===== src/rtl/rtn_pkg.sv =====
//------------------------------------------------------------------------------
// rtn_pkg: shared types and constants for the ray-triangle nearest-hit unit
// Holds the fixed widths, register indexes, queue depth, determinant threshold
// and the state type of the divide and compare back.
//------------------------------------------------------------------------------
package rtn_pkg;

  localparam int COORD_BITS_DEF = 24;
  localparam int FACE_BITS_DEF  = 20;
  localparam int DIST_BITS      = 32;
  localparam int CFG_ADDR_BITS  = 3;
  localparam int CFG_DATA_BITS  = 32;
  localparam int PROD_BITS      = 128;
  localparam int QUEUE_DEPTH    = 2;

  localparam logic [PROD_BITS-1:0] DET_EPS = PROD_BITS'(68719477);

  localparam logic [CFG_ADDR_BITS-1:0] REG_ORG_X = 3'd0;
  localparam logic [CFG_ADDR_BITS-1:0] REG_ORG_Y = 3'd1;
  localparam logic [CFG_ADDR_BITS-1:0] REG_ORG_Z = 3'd2;
  localparam logic [CFG_ADDR_BITS-1:0] REG_DIR_X = 3'd3;
  localparam logic [CFG_ADDR_BITS-1:0] REG_DIR_Y = 3'd4;
  localparam logic [CFG_ADDR_BITS-1:0] REG_DIR_Z = 3'd5;
  localparam logic [CFG_ADDR_BITS-1:0] REG_MAXD  = 3'd6;
  localparam logic [CFG_ADDR_BITS-1:0] REG_CULL  = 3'd7;

  typedef enum logic [1:0] {
    BK_IDLE,
    BK_DIV,
    BK_OUT
  } back_state_t;

endpackage


===== src/rtl/rtn_back.sv =====
//------------------------------------------------------------------------------
// rtn_back: distance divider and nearest-hit keeper
// Divides one quotient bit per cycle, compares against the running best and
// holds the result word until it is taken.
//------------------------------------------------------------------------------
module rtn_back #(
  parameter int FACE_BITS = rtn_pkg::FACE_BITS_DEF
) (
  input  logic                          clk,
  input  logic                          rst,
  input  logic                          in_valid,
  output logic                          in_ready,
  input  logic                          in_cand,
  input  logic [rtn_pkg::PROD_BITS-1:0] in_det,
  input  logic [rtn_pkg::PROD_BITS-1:0] in_tn,
  input  logic [FACE_BITS-1:0]          in_face,
  input  logic                          in_first,
  input  logic [rtn_pkg::DIST_BITS-1:0] maxd,
  output logic                          out_valid,
  input  logic                          out_stall,
  output logic                          new_nearest,
  output logic                          any_hit,
  output logic [rtn_pkg::DIST_BITS-1:0] nearest_distance,
  output logic [FACE_BITS-1:0]          nearest_face
);

  localparam int PW = rtn_pkg::PROD_BITS;
  localparam int DW = rtn_pkg::DIST_BITS;

  rtn_pkg::back_state_t state, state_next;
  logic [PW-1:0]  rem, dv;
  logic [DW-1:0]  quo, best_distance, t;
  logic [FACE_BITS-1:0] face, best_face;
  logic [4:0]     bit_cnt;
  logic           cand, hit_found;
  logic [PW-1:0]  n0, trial;
  logic           take, fin;

  assign in_ready  = state == rtn_pkg::BK_IDLE;
  assign out_valid = state == rtn_pkg::BK_OUT;
  assign n0        = {in_tn[PW-13:0], 12'd0};
  assign trial     = rem >> bit_cnt;
  assign take      = !(trial < dv);
  assign fin       = bit_cnt == 5'd0;
  assign t         = quo | (take ? DW'(1) << bit_cnt : '0);

  always_comb begin
    state_next = state;
    case (state)
      rtn_pkg::BK_IDLE: if (in_valid) state_next = rtn_pkg::BK_DIV;
      rtn_pkg::BK_DIV:  if (!cand || fin) state_next = rtn_pkg::BK_OUT;
      rtn_pkg::BK_OUT:  if (!out_stall) state_next = rtn_pkg::BK_IDLE;
      default:          state_next = rtn_pkg::BK_IDLE;
    endcase
  end

  always_ff @(posedge clk) begin
    if (rst) begin
      state         <= rtn_pkg::BK_IDLE;
      best_distance <= '0;
      best_face     <= '0;
      hit_found     <= 1'b0;
      new_nearest   <= 1'b0;
    end else begin
      state <= state_next;
      case (state)
        rtn_pkg::BK_IDLE: begin
          if (in_valid) begin
            rem     <= n0;
            dv      <= in_det;
            quo     <= '0;
            bit_cnt <= 5'd31;
            face    <= in_face;
            // Saturate when the quotient would not fit in 32 bits.
            cand    <= in_cand && ((n0 >> 32) < in_det);
            if (in_cand && !((n0 >> 32) < in_det)) quo <= '1;
            if (in_first) begin
              best_distance <= maxd;
              best_face     <= '0;
              hit_found     <= 1'b0;
            end
          end
        end
        rtn_pkg::BK_DIV: begin
          if (cand) begin
            if (take) rem <= rem - (dv << bit_cnt);
            quo     <= t;
            bit_cnt <= bit_cnt - 5'd1;
          end
          if (cand && !fin) begin
            new_nearest <= 1'b0;
          end else begin
            if (cand) begin
              new_nearest <= (t != '0) && (t < best_distance);
              if ((t != '0) && (t < best_distance)) begin
                best_distance <= t;
                best_face     <= face;
                hit_found     <= 1'b1;
              end
            end else begin
              new_nearest <= (quo != '0) && (quo < best_distance);
              if ((quo != '0) && (quo < best_distance)) begin
                best_distance <= quo;
                best_face     <= face;
                hit_found     <= 1'b1;
              end
            end
          end
        end
        default: ;
      endcase
    end
  end

  assign any_hit          = hit_found;
  assign nearest_distance = best_distance;
  assign nearest_face     = best_face;

endmodule


===== config.mk =====
export PLATFORM = sky130hd
export DESIGN_NAME = rtn_back
export DESIGN_NICKNAME = d
export VERILOG_FILES = /design/src/rtl/rtn_pkg.sv /design/src/rtl/rtn_back.sv
export SDC_FILE = /design/constraint.sdc
export NUM_CORES = 2
export LEC_CHECK = 0
export CORE_ASPECT_RATIO = 0.7
export CORE_MARGIN = 4
export CORE_UTILIZATION = 35
export DETAILED_ROUTE_END_ITERATION = 8
export DONT_BUFFER_PORTS = 1
export GPL_ROUTABILITY_DRIVEN = 0
export PLACE_DENSITY = 0.45
export SLEW_MARGIN = 25
export SYNTH_ARGS = -nofsm -noshare
export SYNTH_HDL_FRONTEND = slang
export SYNTH_SLANG_ARGS = --single-unit

===== constraint.sdc =====
create_clock -name clk -period 24 [get_ports clk]
set_input_delay 1.2 -clock clk [delete_from_list [all_inputs] [get_ports clk]]
set_output_delay 1.2 -clock clk [all_outputs]
set_load 0.005 [all_outputs]

=== Yosys cells after proc, flatten, opt, wreduce, memory -nomap -nowiden ===
Cells that the tools add are included.

* Input bits: 314
* Logic and storage cells: 91
* Flip-flop bits (word level): 370

* Multiplexer cells: 39
* Reduce and logical (&&, ||, !) cells: 19
* Shifts and indexed selects: 3
* Equal/unequal tests: 11
* Add/subtract/negate cells: 2
* Bitwise gates (word level): 2
* $lt $le $gt $ge: 4

{| class="wikitable"
|+ Operators with widths
! kind !! count
|-
| 2-to-1 mux 128 bit || 3
|-
| 2-to-1 mux 32 bit || 10
|-
| one-hot mux 128 bit (2 select lines) || 1
|-
| < comparator 128 bit || 1
|-
| < comparator 96 x 128 -> 1 bit || 1
|-
| one-hot mux 32 bit (2 select lines) || 2
|-
| << shifter 128 x 5 -> 128 bit || 1
|-
| right shift 128 x 5 -> 128 bit || 1
|-
| subtractor 128 bit || 1
|-
| 2-to-1 mux 20 bit || 6
|-
| < comparator 32 bit || 2
|-
| nonzero test 32 bit || 2
|-
| one-hot mux 20 bit (2 select lines) || 1
|-
| OR 32 bit || 1
|-
| << shifter 1 x 5 -> 32 bit, first input constant || 1
|-
| inequality test 2 bit, second input constant || 6
|-
| 2-to-1 mux 5 bit || 2
|-
| one-hot mux 5 bit (2 select lines) || 1
|-
| 2-to-1 mux 1 bit || 8
|-
| 2-to-1 mux 2 bit || 3
|-
| inequality test 3 bit, second input constant || 2
|-
| one-hot mux 2 bit (3 select lines) || 1
|-
| AND reduction 3 bit || 2
|-
| AND reduction 6 bit || 1
|-
| other kinds (14) || 20
|}

=== Longest topological paths before layout ===
* Depth after elaboration: 10
* Mapped depth: 39
* Gate-level depth less buffers: 31

=== Worst setup path after synthesis ===
No wires, ideal clock.

* Path type: input to register
* Start: input port rst
* End: register cand (enable)
* Arrival: 16,774 ps
* Slack: 6,152 ps
* Cell stages on the path: 3
* Buffers on the path: 2
* Cell sequence: clkbuf_1 > clkbuf_1 > nor4b_1

* Word-level cells in the longest chain between the ends: 2

{| class="wikitable"
|+ Ends and longest elaborated chain
! what !! line !! RTL
|-
| start: declaration || rtn_back.sv:10 || <nowiki>input logic rst,</nowiki>
|-
| inverter 1 bit (no line) || n/a ||
|-
| AND reduction 3 bit (no line) || n/a ||
|-
| end signal: assignment || rtn_back.sv:75 || <nowiki>cand <= in_cand && ((n0 >> 32) < in_det);</nowiki>
|-
| end: declaration || rtn_back.sv:35 || <nowiki>logic cand, hit_found;</nowiki>
|}

Every way passes these cells.
A chain may end at the register's enable or synchronous reset.

=== Final worst setup path ===
* Start: register bit_cnt[0]
* End: register best_distance[25], in the netlist nearest_distance[25]

* Word-level cells in the longest chain between the ends: 8
* Elaborated cells on any way between the ends: 18

{| class="wikitable"
|+ Ends and longest elaborated chain
! what !! line !! RTL
|-
| start: declaration || rtn_back.sv:34 || <nowiki>logic [4:0] bit_cnt;</nowiki>
|-
| start signal: assignment || rtn_back.sv:88 || <nowiki>bit_cnt <= bit_cnt - 5'd1;</nowiki>
|-
| right shift 128 x 5 -> 128 bit || rtn_back.sv:42 || <nowiki>assign trial = rem >> bit_cnt;</nowiki>
|-
| < comparator 128 bit || rtn_back.sv:43 || <nowiki>assign take = !(trial < dv);</nowiki>
|-
| 2-to-1 mux 32 bit || rtn_back.sv:45 || <nowiki>assign t = quo | (take ? DW'(1) << bit_cnt : '0);</nowiki>
|-
| OR 32 bit || rtn_back.sv:45 ||
|-
| < comparator 32 bit, or another cell as far along || rtn_back.sv:95 || <nowiki>if ((t != '0) && (t < best_distance)) begin</nowiki>
|-
| logical AND 1 bit or 2-to-1 mux 32 bit (tied branches) || rtn_back.sv:95, rtn_back.sv:93 ||
|-
| inequality test 3 bit (no line) or 2-to-1 mux 32 bit (tied branches) || n/a ||
|-
| AND reduction 6 bit (no line) or one-hot mux 32 bit (2 select lines) (tied branches) || n/a ||
|-
| end signal: assignment || rtn_back.sv:78 || <nowiki>best_distance <= maxd;</nowiki>
|-
| end signal: assignment || rtn_back.sv:96 || <nowiki>best_distance <= t;</nowiki>
|-
| end signal: assignment || rtn_back.sv:103 || <nowiki>best_distance <= quo;</nowiki>
|-
| end: declaration || rtn_back.sv:32 || <nowiki>logic [DW-1:0] quo, best_distance, t;</nowiki>
|}

Several ways; a longest one is shown, not always the timed one. The select of a mux whose other input is x is not followed.

==> flow_summary.ini <==
[outcome]
status = finished clean

[floorplanning]
core_sq_um = 124000
die_w_um = 431
die-area_sq_um = 131000
ioPinCount = 370
chipHeight_um = 304
start_util = 0.353
num_rows = 108

[grt]
antenna_found_initial = 3
grt_start_max_net_pins = 166
grt_pass1_vias = 38000
grt_pass1_wl_um = 264000
grt_remaining_overflow = 0
grtUsageTotal = 0.267

[timing]
setup_viol = 0
rsz0062_at_grt = false
tightest_slew_ps = 1100
finalSetupTns_ps = 0
drv_slew = 0
fin_worst_skew_ps = 29.9
fmax_mhz = 87.6
final.setup.worst_slack_ps = 12580
finalCritPeriodShare = 0.476
slew_headroom = 0.267
hold_viol = 0
layout_min_cycle_time_ps = 11420

[clock_tree]
cts_tree = yes
clock_sinks = 370
cts_buffer_depth = 3
root_buffer = clkbuf_16
cts_setup_buffers = 0
worstSkewPairLatency_ps = 650
htree_levels = 2
cts_buffers = 44
clk_pin_slew_ps = 60
cts_resized = 0
cts_hold_buf = 0

[critical_path]
rr_worst_depth = 27
endpoint_kind = register
reg2reg_slack_ps = 12580
r2r_start = bit_cnt[0]
arrival_ps = 11940
cp.required_ps = 24520
critPathMaxFanout = 53
r2r-end = nearest_distance[25]
setup.worst_path.class = register to register
start_kind = register

[logic_synthesis]
yosysMostFrequentCell = nand2_1
ys.flop_type = edfxtp_1
yosysSeqAreaShare = 0.241
ys_seq_elements = 370
ys_types = 89
synth-edff-count = 314
netlist_top_cells_area = edfxtp_1 22%, mux4_2 13%, ha_1 12%
yosysTopAreaCell = edfxtp_1
netlist_area_sq_um = 43800
avgSynthCellArea_sq_um = 8.43
synth-async-reset-ratio = 0
yosysWarnings = 0
syn-num-nets = 5920
synthCells = 5189
yosysTopAreaCellShare = 0.215
synthTopCellsByCount = 989 x nand2_1, 486 x nor2_1, 416 x ha_1

[flow_run]
cap_violations = 0

[place]
dp_hpwl_um = 143000
io_buffers = 0
placed_cell_area_sq_um = 45000
preCtsSetupSlack_ps = 12660

[route]
totalWireLength_um = 182000
viasPerCell = 6.12
drcViolationCount = 0
wl_per_cell_um = 27.4
vias = 40600
ant_nets = 0
first_pass_iters = 6
drtIter0Drc = 5019

[finish]
postLayoutCoreUtil = 0.375
syn_to_final_growth_pct = 6.23
nets = 5680
drive_gt1_frac = 0.0929
design_area_sq_um = 46500
antenna_cells_inserted = 0

[worst_hold_path]
min_path_type = register to register
worstHoldStart = nearest_face[3]
min_to = nearest_face[3]
whs_path_depth = 2

[pwr]
peakVddDrop_v = 0.0000460
power.total_uw = 2400
leakagePower_uw = 0.0192
power_density_nw_per_um2 = 51.6
where the power goes:
group          switching, uW  internal (uW)  total [uW]
registers               69.9            754         824
clock network            308            408         716
logic                    533            327         860
critical path, stage by stage, from the launching register on:
cell and delay, ps:
edfxtp_1 320, buf_4 470, buf_4 780, buf_4 820
mux4_2 630, nand2_1 90, nand2_1 130, o21ai_0 380
o32ai_1 240, ha_1 370, nand4_1 100, nor2_1 220
nand2_1 130, or4_1 590, a2111oi_1 730, a211o_2 600
and3_1 540, a21o_1 220, ha_1 170, and4_1 210
o21ai_0 110, a2111o_1 440, a2111oi_0 600, and3_1 260
a22oi_2 90, a21oi_4 690, nand2_2 740, o31ai_1 450
cells in the final DEF, fill, tap and decap left out, types with 82 or more instances in the layout:
| master | count |
|---|---|
| o21ai_0 | 309 |
| nor2_1 | 486 |
| inv_1 | 313 |
| nand2_1 | 989 |
| mux4_2 | 249 |
| nand4_1 | 101 |
| nor3_1 | 82 |
| nand3_1 | 88 |
| a21oi_1 | 308 |
| mux2i_1 | 277 |
| a21o_1 | 166 |
| ha_1 | 416 |
| edfxtp_1 | 314 |
cells by family (layout without fill, tap and decap cells):
logic type | Yosys count | after routing | share of synthesized area
simple gates | 1927 | 1927 | 0.188
compound gates | 1178 | 1178 | 0.175
xor+xnor | 110 | 110 | 0.0220
mux | 540 | 540 | 0.197
fa+ha+maj | 417 | 417 | 0.119
buf+inv | 647 | 442 | 0.0580
flops | 370 | 370 | 0.241
how the worst max path moves through the flow:
stage | start | to | slack, ps | cells after the start
2_1_floorplan | rst | cand | 6150 | 3
3_5_place_dp | bit_cnt[0] | nearest_distance[25] | 12660 | 26
6_report | bit_cnt[0] | nearest_distance[25] | 12580 | 27
4_1_cts | bit_cnt[0] | nearest_distance[25] | 12580 | 26
3_3_place_gp | bit_cnt[0] | nearest_distance[9] | 12750 | 26
5_1_grt | bit_cnt[0] | nearest_distance[23] | 11810 | 27
metal layers:
layer / vias up / track usage / routed length [um]
met1: 20100 / 0.420 / 87200
met3: 128 / 0.0556 / 17400
li1: 18500 / - / -
met5: - / 0 / 0
met2: 1803 / 0.377 / 74700
met4: 0 / 0.0406 / 2490
registers in the layout (all words and copies together) (netlist names):
signal,flops
dv,128
rem,128
cand,1
any_hit,1
bit_cnt,5
new_nearest,1
state,2
nearest_face,20
quo,32
nearest_distance,32
face,20
cell type report:
| class | instances | area, sq um |
|---|---|---|
| Clock buffer | 53 | 1140 |
| Clock inverter | 28 | 339 |
| Fill cell | 13000 | 77600 |
| Inverter | 317 | 1210 |
| Multi-Input combinational cell | 4172 | 30700 |
| Sequential cell | 370 | 10600 |
| Tap cell | 1650 | 2060 |
| Timing Repair Buffer | 44 | 420 |
metrics by stage:
step	instances	hold WS (ps)
6_report	6634	487
5_1_grt	6634	505
4_1_cts	6633	490
3_5_place_dp	6552	483
3_3_place_gp	6551	479
2_1_floorplan	5189	460
Power figures use the tool's default switching activity.
