**config.mk**
```make
export PLATFORM = sky130hd
export DESIGN_NAME = rtn_queue
export DESIGN_NICKNAME = d
export VERILOG_FILES = /design/src/rtl/rtn_pkg.sv /design/src/rtl/rtn_queue.sv
export SDC_FILE = /design/constraint.sdc
export NUM_CORES = 1
export LEC_CHECK = 0
export BUFFER_PORTS_ARGS = -buffer_cell sky130_fd_sc_hd__buf_2
export CAP_MARGIN = 20
export CORE_UTILIZATION = 49
export CTS_CLUSTER_SIZE = 25
export DETAILED_ROUTE_END_ITERATION = 8
export GPL_TIMING_DRIVEN = 0
export PLACE_DENSITY = 0.71
export SKIP_CTS_REPAIR_TIMING = 1
export SKIP_LAST_GASP = 1
export SLEW_MARGIN = 20
export SYNTH_ARGS = -nofsm -noshare
export SYNTH_HDL_FRONTEND = slang
export SYNTH_SLANG_ARGS = --single-unit
```
**constraint.sdc**
```tcl
create_clock -name clk -period 1.6 [get_ports clk]
set_input_delay 0.08 -clock clk [delete_from_list [all_inputs] [get_ports clk]]
set_output_delay 0.08 -clock clk [all_outputs]
set_load 0.005 [all_outputs]
```
**src/rtl/rtn_pkg.sv**
```systemverilog
//------------------------------------------------------------------------------
// rtn_pkg: shared types and constants for the ray-triangle nearest-hit unit
// Holds the fixed widths, register indexes, queue depth, determinant threshold
// and the state type of the divide and compare back.
//------------------------------------------------------------------------------
package rtn_pkg;

  localparam int COORD_BITS_DEF = 24;
  localparam int FACE_BITS_DEF  = 20;
  localparam int DIST_BITS      = 32;
  localparam int CFG_ADDR_BITS  = 3;
  localparam int CFG_DATA_BITS  = 32;
  localparam int PROD_BITS      = 128;
  localparam int QUEUE_DEPTH    = 2;

  localparam logic [PROD_BITS-1:0] DET_EPS = PROD_BITS'(68719477);

  localparam logic [CFG_ADDR_BITS-1:0] REG_ORG_X = 3'd0;
  localparam logic [CFG_ADDR_BITS-1:0] REG_ORG_Y = 3'd1;
  localparam logic [CFG_ADDR_BITS-1:0] REG_ORG_Z = 3'd2;
  localparam logic [CFG_ADDR_BITS-1:0] REG_DIR_X = 3'd3;
  localparam logic [CFG_ADDR_BITS-1:0] REG_DIR_Y = 3'd4;
  localparam logic [CFG_ADDR_BITS-1:0] REG_DIR_Z = 3'd5;
  localparam logic [CFG_ADDR_BITS-1:0] REG_MAXD  = 3'd6;
  localparam logic [CFG_ADDR_BITS-1:0] REG_CULL  = 3'd7;

  typedef enum logic [1:0] {
    BK_IDLE,
    BK_DIV,
    BK_OUT
  } back_state_t;

endpackage

```
**src/rtl/rtn_queue.sv**
```systemverilog
//------------------------------------------------------------------------------
// rtn_queue: short queue between front and back
// Two-entry register queue that decouples the front pipeline from the back.
//------------------------------------------------------------------------------
module rtn_queue #(
  parameter int WIDTH = 8
) (
  input  logic             clk,
  input  logic             rst,
  input  logic             wr_valid,
  output logic             wr_ready,
  input  logic [WIDTH-1:0] wr_data,
  output logic             rd_valid,
  input  logic             rd_ready,
  output logic [WIDTH-1:0] rd_data
);

  logic [WIDTH-1:0] mem [rtn_pkg::QUEUE_DEPTH];
  logic             wp, rp;
  logic [1:0]       cnt;

  assign wr_ready = cnt != 2'(rtn_pkg::QUEUE_DEPTH);
  assign rd_valid = cnt != 2'd0;
  assign rd_data  = mem[rp];

  always_ff @(posedge clk) begin
    if (rst) begin
      wp  <= 1'b0;
      rp  <= 1'b0;
      cnt <= 2'd0;
    end else begin
      if (wr_valid && wr_ready) wp <= !wp;
      if (rd_valid && rd_ready) rp <= !rp;
      cnt <= cnt + 2'(wr_valid && wr_ready) - 2'(rd_valid && rd_ready);
    end
  end

  always_ff @(posedge clk) begin
    if (wr_valid && wr_ready) mem[wp] <= wr_data;
  end

endmodule

```
Word level (Yosys, flattened, before mapping)
Memory sizes are Yosys's and may differ from the RTL's. A register that Yosys moved wholly into a read port is not among the register bits.
Cells that the tools add are included.

cells by class
  add/sub/neg operators = 2
  equality and inequality tests = 1
  multiplexer cells = 4
  reduce and logical (&&, ||, !) cells = 5

operator list
  operator                                      count
  two-way mux 1 bit                             4
  adder 2 x 1 -> 2 bit                          1
  logical AND 1 bit                             2
  zero test 1 bit                               2
  inequality test 2 bit, second input constant  1
  nonzero test 2 bit                            1
  subtractor 2 x 1 -> 2 bit                     1

storage, ports and cells
  flip-flop bits (word level) = 4
  memory bits (writable) = 16
  bits of input ports = 12
  memories = 1

memory list
  memory  depth  width  read ports  clocked after Yosys merged registers in  wr ports  line             RTL
  mem     2      8      1           1                                        1         rtn_queue.sv:18  logic [WIDTH-1:0] mem [rtn_pkg::QUEUE_DEPTH];

Logic depth before layout (Yosys ltp)
Gate-level depths: netlist of run 1.

  word-level depth = 4
  gate-level depth with buffers = 6
  mapped depth without buffers = 6

Worst setup path before layout of run 1
OpenSTA, ideal clock, no wires.

  path kind = reg-to-reg
  start = register cnt[1]
  end = register cnt[1]
  library setup time = 0.124 ns
  arrival = 1.204 ns
  data required time = 1.476 ns
  slack = 0.272 ns
  stages on the path, launching flop included = 7
  period minus slack after synthesis = 1.328 ns
  cells stage by stage = dfxtp_1 > and2b_1 > o21ba_2 > nor2_1 > ha_1 > nor4_1 > nor3_1

between the ends
  cells in the longest elaborated chain, start to end = 4
  elaborated cells between the ends (all ways) = 6
  those cells by class = add/sub: 2; eq/ne: 1; reduce/logical: 3

RTL lines
  element                      line             RTL
  start: declaration           rtn_queue.sv:20  logic [1:0] cnt;
  start signal: assignment     rtn_queue.sv:34  cnt <= cnt + 2'(wr_valid && wr_ready) - 2'(rd_valid && rd_ready);
  inequality test 2 bit        rtn_queue.sv:22  assign wr_ready = cnt != 2'(rtn_pkg::QUEUE_DEPTH);
  logical AND 1 bit            rtn_queue.sv:34
  adder 2 x 1 -> 2 bit         rtn_queue.sv:34
  subtractor 2 x 1 -> 2 bit *  rtn_queue.sv:34

Mark *: on every way between the ends. The rest lies on a longest branch, timed or not.
A chain may end at the register's enable or synchronous reset.

Worst setup path after layout of run 1
Same ends and word-level chain as after synthesis.

==> results.yml, run 1 <==
sta:
  fin_hold_ws_ps: 131
  max_freq_mhz: 681
  finClkSkew_ps: 2.05
  fin_tns_setup_ps: 0
  finalSetupViolations: 0
  drv_slew: 0
  fin_crit_sh_pct: 91.7
  min_period_ps: 1470
  slew_headroom_pct: 75.0
  finalHoldViolCount: 0
  worst_slew_pin_slew_ps: 375
  rsz0062_at_grt: "false"
global_routing:
  grt_max_degree: 13
  grt_overflow: 0
  grt_pass1_vias: 437
  antenna_found_initial: 0
  track_usage_pct: 13.1
  grt_pass1_wl_mm: 1.75
run:
  cap_violations: 0
worst_setup_path:
  critPathMaxFanout: 7
  required_ps: 1790
  crit_type: "reg -> reg"
  worstRegToRegCells: 6
  crit_arrival_ps: 1660
  endpoint_kind: "register"
  regToRegStartpoint: "cnt[1]$_SDFF_PP0_"
  critPathLaunch: "cnt[1]$_SDFF_PP0_"
  cp-start-kind: "register"
layout:
  final_cell_mix: "buf_2, edfxtp_1, dlygate4sd3_1"
  antenna_cells: 0
  layout.nets: 102
  stdcell_count: 104
  drive_gt1_share_pct: 42.0
  seq_area_sq_um: 581
  final_common_cell: "buf_2"
  multi_input_area_sq_um: 243
  fin_util_pct: 69.7
  nFillCells: 126
  area_growth_pct: 29.2
pwr:
  internal_power_mw: 0.948
  switching_share_pct: 25.5
  p_leak_nw: 0.436
  p_sw_mw: 0.324
  seqPwrFrac_pct: 55.2
  clkPwrFrac_pct: 19.0
  cellPowerDensity_nw_per_um2: 1180
  ir_drop_mv: 0.698
  design_power_total_mw: 1.27
  p_comb_share_pct: 25.8
placed_design:
  dp_cells: 91
  gp_congestion: 0.769
  buffer_ports.inserted: 21
synthesis:
  synthTopCellsByArea: "edfxtp_1, dfxtp_1, mux2_2"
  synth_edf_count: 16
  async_flop_share_pct: 0
  synthesis.area_sq_um: 832
  netlist.area_leader.share_pct: 57.7
  synth_cell_types: 23
  yosys_most_used_dff: "edfxtp_1"
  synth_seq_cells: 21
  avgSynthCellArea_sq_um: 15.4
  yosys.area.top_type: "edfxtp_1"
  syn-num-nets: 67
  synth_seq_area_share_pct: 69.8
  netlist_instances: 54
  ys.warnings.count: 0
clock_tree:
  clock_latency_ps: 290
  cts-root-buf: "clkbuf_4"
  clk_path_buf_depth: 2
  cts.reportedPaths.clkPinSlew_ps: 110
  cts_buffers: 3
  cts.sinks: 21
  cts-htree-levels: 1
  cts_tree: "yes"
worst_hold_path:
  min_path_cells: 3
  min-delay-start: "wr_valid"
  min_path_type: "in -> reg"
die:
  die_area_sq_um: 1870
  io_pins: 22
  start_util_pct: 54.0
  die_w_microns: 43.2
  die_y_microns: 43.2
  rows: 14
  core_sq_um: 1540
detailed_routing:
  drc: 0
  wl_met2_microns: 590
  wl_met3_microns: 46
  first_iter_violations: 4
  drt_pre_antenna_iters: 4
  via_count: 536
  wl_per_cell_microns: 11.5
  drt-total-wl_mm: 1.20
  post_drt_via_cell_ratio: 5.15
  antenna_left: 0
  wl_met1_microns: 552
  highest_layer: "met4"
status:
  status: "finished, final reports clean"
[kinds of logic (layout without fill, tap and decap cells)]
group                      after synthesis  after routing  share of synthesized area, %
and+or+nand+nor                         15             15                          10.5
adders and majority gates                1              1                          1.50
muxes                                    8              8                          10.8
AOI/OAI and AO/OA                        6              6                          5.26
xor gates and xnor gates                 1              1                          1.05
buffers and inverters                    2             36                          1.05
DFF                                     21             21                          69.8
[synthesized netlist by cell type, types with 2 or more instances]
library cell and count:
dfxtp_1 5, o21ai_0 2, edfxtp_1 16, and3_1 2, mux2_2 8, nor2_1 4
[cell type report]
type	instances	area share (%)
well taps	16	1.86
flip-flops and latches	21	54.0
repair buffers	30	18.2
clock inverters	1	0.466
multi-input cells	31	22.6
inverters	1	0.349
plain buffers	1	0.466
clock buffers	3	2.10
[power groups by stage]
stage               Combinational (mW)  Clock, mW  Sequential, mW
global route                     0.361      0.276           0.711
CTS                              0.318      0.249           0.703
finish                           0.328      0.241           0.702
detailed placement               0.315          0           0.717
floorplan                        0.211          0           0.704
global placement                 0.311          0           0.710
[registers in the layout, indices dropped and copies added, names as in the netlist, named ones only]
name,cells
cnt,2
mem,16
rp,1
wp,1
[metal layers]
| layer | GRT usage [%] | vias up |
|---|---|---|
| met5 | 0 | - |
| met4 | 7.27 | 0 |
| met3 | 2.98 | 2 |
| met2 | 20.9 | 14 |
| met1 | 16.4 | 247 |
| li1 | - | 273 |
[critical path: stages, from the launching register on]
cell	delay, ps
dfxtp_1	440
and2b_1	190
o21ba_2	140
nor2_1	40
ha_1	200
nor4_1	270
nor3_1	80
[stage by stage]
stage | cell area [sq um] | setup WS, ps
after floorplan | 832 | 272
after global placement | 957 | 194
after detailed placement | 957 | 165
after CTS | 985 | 147
after global routing | 1070 | 44.9
final | 1070 | 132
[final timing paths]
path	slack, ps	endpoint
max	130	cnt[1]$_SDFF_PP0_
min reg2reg	520	register
min	130	wp$_SDFFE_PP0P_
max reg2reg	130	cnt[1]$_SDFF_PP0_
No activity file was read; power rests on OpenSTA's default activity.
==> run 2, diff against run 1 <==
--- a/config.mk
+++ b/config.mk
@@ -5,7 +5,7 @@
 export SDC_FILE = /design/constraint.sdc
 export NUM_CORES = 1
 export LEC_CHECK = 0
-export BUFFER_PORTS_ARGS = -buffer_cell sky130_fd_sc_hd__buf_2
+export BUFFER_PORTS_ARGS = -buffer_cell sky130_fd_sc_hd__clkbuf_2
 export CAP_MARGIN = 20
 export CORE_UTILIZATION = 49
 export CTS_CLUSTER_SIZE = 25
==> run 2 against run 1 <==
Effect of this change:
- sequential cell count stayed put
- cell count is the same
- global-route usage is 0.078 points lower
- critical path depth is the same
- largest power group unchanged
- die area unchanged
- highest routed layer is now met3
- setup slack worse by 8.2 ps
- first-iteration DRC count grew 50%
==> results.yml, run 2 (synthesis results as in run 1) <==
run:
  cap_violations: 0
sta:
  fin_crit_sh_pct: 92.3
  max_freq_mhz: 677
  slew_headroom_pct: 73.7
  finalSetupViolations: 0
  fin_tns_setup_ps: 0
  min_period_ps: 1480
  finClkSkew_ps: 3.74
  finalHoldViolCount: 0
  worst_slew_pin_slew_ps: 394
  rsz0062_at_grt: "false"
  drv_slew: 0
layout:
  reg.largest.list: "mem (16), cnt (2)"
  regMostFlops: "mem"
  layout.nets: 102
  final_cell_mix: "clkbuf_2, edfxtp_1, dlygate4sd3_1"
  largest_reg_flops: 16
  stdcell_count: 104
  area_growth_pct: 29.2
  drive_gt1_share_pct: 42.0
  final_common_cell: "clkbuf_2"
  fin_util_pct: 69.7
  antenna_cells: 0
worst_setup_path:
  critPathMaxFanout: 7
  crit_arrival_ps: 1670
  crit_type: "reg -> reg"
  regToRegStartpoint: "cnt[1]$_SDFF_PP0_"
  required_ps: 1790
  cp-start-kind: "register"
  path_cells: "and2b_1, o21ba_2, nor2_1, ha_1, nor4_1, nor3_1"
  path_buf_inv: 0
  endpoint_kind: "register"
  path_delay_family: "simple AND/OR/NAND/NOR gates"
  slowest_stage: "dfxtp_1"
  max_stage_delay_ps: 440
  reg2reg_slack_ps: 120
  worstRegToRegCells: 6
  r2r-end: "cnt[1]$_SDFF_PP0_"
detailed_routing:
  wl_per_cell_microns: 11.5
  drt_pre_antenna_iters: 2
  drt-total-wl_mm: 1.20
  antenna_left: 0
  post_drt_via_cell_ratio: 5.04
  via_count: 524
  first_iter_violations: 6
  drc: 0
die:
  die_area_sq_um: 1870
  die_y_microns: 43.2
  start_util_pct: 54.0
  die_w_microns: 43.2
  io_pins: 22
  core_sq_um: 1540
  rows: 14
worst_hold_path:
  min_to: "wp$_SDFFE_PP0P_"
  min-delay-start: "wr_valid"
  min_path_type: "in -> reg"
  min_path_cells: 3
global_routing:
  grt_overflow: 0
  grt_pass1_vias: 426
  antenna_found_initial: 0
  grt_max_degree: 13
  track_usage_pct: 13.1
  grt_pass1_wl_mm: 1.68
clock_tree:
  cts.sinks: 21
  cts.reportedPaths.clkPinSlew_ps: 110
  cts-htree-levels: 1
  cts_buffers: 3
  cts-root-buf: "clkbuf_4"
  cts_tree: "yes"
  clock_latency_ps: 300
  clk_path_buf_depth: 2
placed_design:
  dp_cells: 91
  dpl.hpwl_microns: 795
  gp_congestion: 0.769
  buffer_ports.inserted: 21
status:
  status: "finished, final reports clean"
pwr:
  ir_drop_mv: 0.716
  cellPowerDensity_nw_per_um2: 1190
  p_leak_nw: 0.442
run 2: stage by stage:
stage | total power [mW] | hold slack [ps] | cell area (sq um) | worst slack (ps)
2_1_floorplan | 0.915 | 149 | 832 | 272
3_3_place_gp | 1.02 | 269 | 957 | 194
3_5_place_dp | 1.03 | 274 | 957 | 161
4_1_cts | 1.28 | -43.8 | 985 | 144
5_1_grt | 1.36 | 146 | 1070 | 54.4
6_report | 1.28 | 147 | 1070 | 124
run 2: tightest hold or removal path: stages:
cell      delay [ps]
clkbuf_2         140
nand3b_1         120
a21oi_1           60
run 2: worst max path at each step:
stage / start / slack, ps / end / cells after the start
after floorplan: cnt[1]$_SDFF_PP0_ / 270 / cnt[1]$_SDFF_PP0_ / 6
after global placement: cnt[1]$_SDFF_PP0_ / 190 / cnt[1]$_SDFF_PP0_ / 6
after detailed placement: cnt[1]$_SDFF_PP0_ / 160 / cnt[1]$_SDFF_PP0_ / 6
after CTS: cnt[1]$_SDFF_PP0_ / 140 / cnt[1]$_SDFF_PP0_ / 6
after global routing: cnt[1]$_SDFF_PP0_ / 50 / cnt[1]$_SDFF_PP0_ / 6
final: cnt[1]$_SDFF_PP0_ / 120 / cnt[1]$_SDFF_PP0_ / 6
run 2: cell type report:
cell class	instances	area, sq um
clock buffers	3	22.5
inverters	1	3.75
fillers	127	467
plain buffers	1	5.00
well taps	16	20.0
multi-input cells	31	243
flip-flops and latches	21	581
repair buffers	30	195
clock inverters	1	5.00
run 2: layer usage:
| metal | vias up | part of all wire (%) | GRT usage [%] |
|---|---|---|---|
| met1 | 242 | 47 | 15.3 |
| li1 | 270 | - | - |
| met2 | 12 | 49 | 19.7 |
| met5 | - | 0 | 0 |
| met4 | 0 | 0 | 7.27 |
| met3 | 0 | 4.1 | 5.96 |
run 2: where the power goes:
group	switching, mW	total [mW]	internal [mW]
Clock	0.154	0.247	0.0931
Combinational	0.141	0.330	0.189
Sequential	0.0363	0.702	0.666
Total	0.332	1.28	0.948
==> run 3, diff against run 2 <==
--- a/config.mk
+++ b/config.mk
@@ -10,6 +10,7 @@
 export CORE_UTILIZATION = 49
 export CTS_CLUSTER_SIZE = 25
 export DETAILED_ROUTE_END_ITERATION = 8
+export GPL_ROUTABILITY_DRIVEN = 0
 export GPL_TIMING_DRIVEN = 0
 export PLACE_DENSITY = 0.71
 export SKIP_CTS_REPAIR_TIMING = 1
==> constraint.sdc (replaced) <==
create_clock -name clk -period 1.6 [get_ports clk]
set_input_delay 0.16 -clock clk [delete_from_list [all_inputs] [get_ports clk]]
set_output_delay 0.16 -clock clk [all_outputs]
set_load 0.005 [all_outputs]
==> run 3 against run 2 <==
Effect of this change:
- cell area decreased by 8.4%
- first-iteration DRC count increased by 17%
- hold slack got worse by 110 ps
- maximum frequency about the same
- setup slack about the same
- count of clock-buffer cells in the layout unchanged
- combinational power decreased by 5%
- critical path depth unchanged
- largest cell class unchanged
- largest power group unchanged
- highest routed layer unchanged
==> results.yml, run 3 (synthesis results as in run 1) <==
status:
  status: "finished, final reports clean"
layout:
  reg.largest.list: "mem (16), cnt (2)"
  final_cell_mix: "clkbuf_2, edfxtp_1, mux2_2"
  drive_gt1_share_pct: 46.8
  antenna_cells: 0
  final_common_cell: "clkbuf_2"
  area_growth_pct: 18.3
  layout.nets: 93
  largest_reg_flops: 16
  regMostFlops: "mem"
  stdcell_count: 95
worst_setup_path:
  critPathLaunch: "cnt[1]$_SDFF_PP0_"
  crit_arrival_ps: 1660
  worstRegToRegCells: 6
  endpoint: "cnt[1]$_SDFF_PP0_"
  regToRegStartpoint: "cnt[1]$_SDFF_PP0_"
  critPathMaxFanout: 7
  required_ps: 1790
  r2r-end: "cnt[1]$_SDFF_PP0_"
  cp-start-kind: "register"
  reg2reg_slack_ps: 120
  crit_type: "reg -> reg"
  endpoint_kind: "register"
sta:
  fin_crit_sh_pct: 92.3
  finalSetupViolations: 0
  max_freq_mhz: 678
  worst_slew_pin_slew_ps: 385
  slew_headroom_pct: 74.3
  rsz0062_at_grt: "false"
  drv_slew: 0
  finalHoldViolCount: 0
  finClkSkew_ps: 5.28
  min_period_ps: 1480
  fin_tns_setup_ps: 0
clock_tree:
  clk_path_buf_depth: 2
  clock_latency_ps: 300
  cts_tree: "yes"
  cts.sinks: 21
  cts_buffers: 3
  cts.reportedPaths.clkPinSlew_ps: 110
  cts-root-buf: "clkbuf_4"
  cts-htree-levels: 1
pwr:
  design_power_total_mw: 1.26
  p_leak_nw: 0.404
  cellPowerDensity_nw_per_um2: 1280
  ir_drop_mv: 0.704
die:
  die_area_sq_um: 1870
  die_y_microns: 43.2
  core_sq_um: 1540
  rows: 14
  io_pins: 22
  start_util_pct: 54.0
  die_w_microns: 43.2
global_routing:
  grt_max_degree: 13
  track_usage_pct: 13.1
  grt_overflow: 0
  grt_pass1_wl_mm: 1.68
  antenna_found_initial: 0
  grt_pass1_vias: 426
placed_design:
  dpl.hpwl_microns: 795
  dp_cells: 91
  buffer_ports.inserted: 21
detailed_routing:
  wl_per_cell_microns: 11.8
  first_iter_violations: 7
  drt_pre_antenna_iters: 3
  via_count: 490
  antenna_left: 0
  post_drt_via_cell_ratio: 5.16
  drc: 0
  drt-total-wl_mm: 1.12
worst_hold_path:
  min_path_type: "in -> reg"
run:
  cap_violations: 0
==> run 3: cell types whose count changed in the layout (fill, tap and decap cells not counted), sizes merged <==
cell	delta
dlygate4sd3	-9
==> run 3: layout make-up <==
| class | instances | area [sq um] |
|---|---|---|
| well taps | 16 | 20.0 |
| inverters | 1 | 3.75 |
| flip-flops and latches | 21 | 581 |
| repair buffers | 21 | 105 |
| fillers | 138 | 557 |
| multi-input cells | 31 | 243 |
| plain buffers | 1 | 5.00 |
| clock inverters | 1 | 5.00 |
| clock buffers | 3 | 22.5 |
==> run 3: metrics by stage <==
step / hold slack [ps] / setup slack, ps / util, % / instance area (sq um)
finish: 41.9 / 124 / 63.9 / 985
floorplan: 229 / 272 / - / 832
global placement: 349 / 194 / 62.1 / 957
CTS: 36.2 / 125 / 63.9 / 985
global route: 19.6 / 54.6 / 63.9 / 985
detailed placement: 354 / 161 / 62.1 / 957
==> run 3: worst min path at each step <==
| stage | from | end | slack (ps) | cells after the start |
|---|---|---|---|---|
| finish | wr_data[2] | mem[0][2]$_DFFE_PP_ | 40 | 1 |
| global route | wr_data[5] | mem[1][5]$_DFFE_PP_ | 20 | 1 |
| CTS | wr_data[4] | mem[0][4]$_DFFE_PP_ | 40 | 1 |
| detailed placement | wr_data[2] | mem[1][2]$_DFFE_PP_ | 350 | 1 |
| global placement | wr_data[7] | mem[0][7]$_DFFE_PP_ | 350 | 1 |
| floorplan | rst | wp$_SDFFE_PP0P_ | 230 | 1 |
==> run 3: metal layers <==
metal	track usage, %	up-vias	wire (microns)
li1	-	252	-
met1	15.3	224	510
met4	7.27	0	0
met3	5.96	0	68
met5	0	-	0
met2	19.7	14	538
==> run 3: where the power goes <==
group          total [mW]  internal [mW]  switching, mW  leakage (nW)
clock network       0.246         0.0930          0.153        0.0177
registers           0.702          0.666         0.0361         0.191
logic               0.312          0.175          0.137         0.195
total                1.26          0.934          0.327         0.404
==> run 3: worst max-delay path: stages, from the launching register on <==
cell and delay [ps]:
dfxtp_1 440, and2b_1 190, o21ba_2 140, nor2_1 40
ha_1 200, nor4_1 270, nor3_1 80
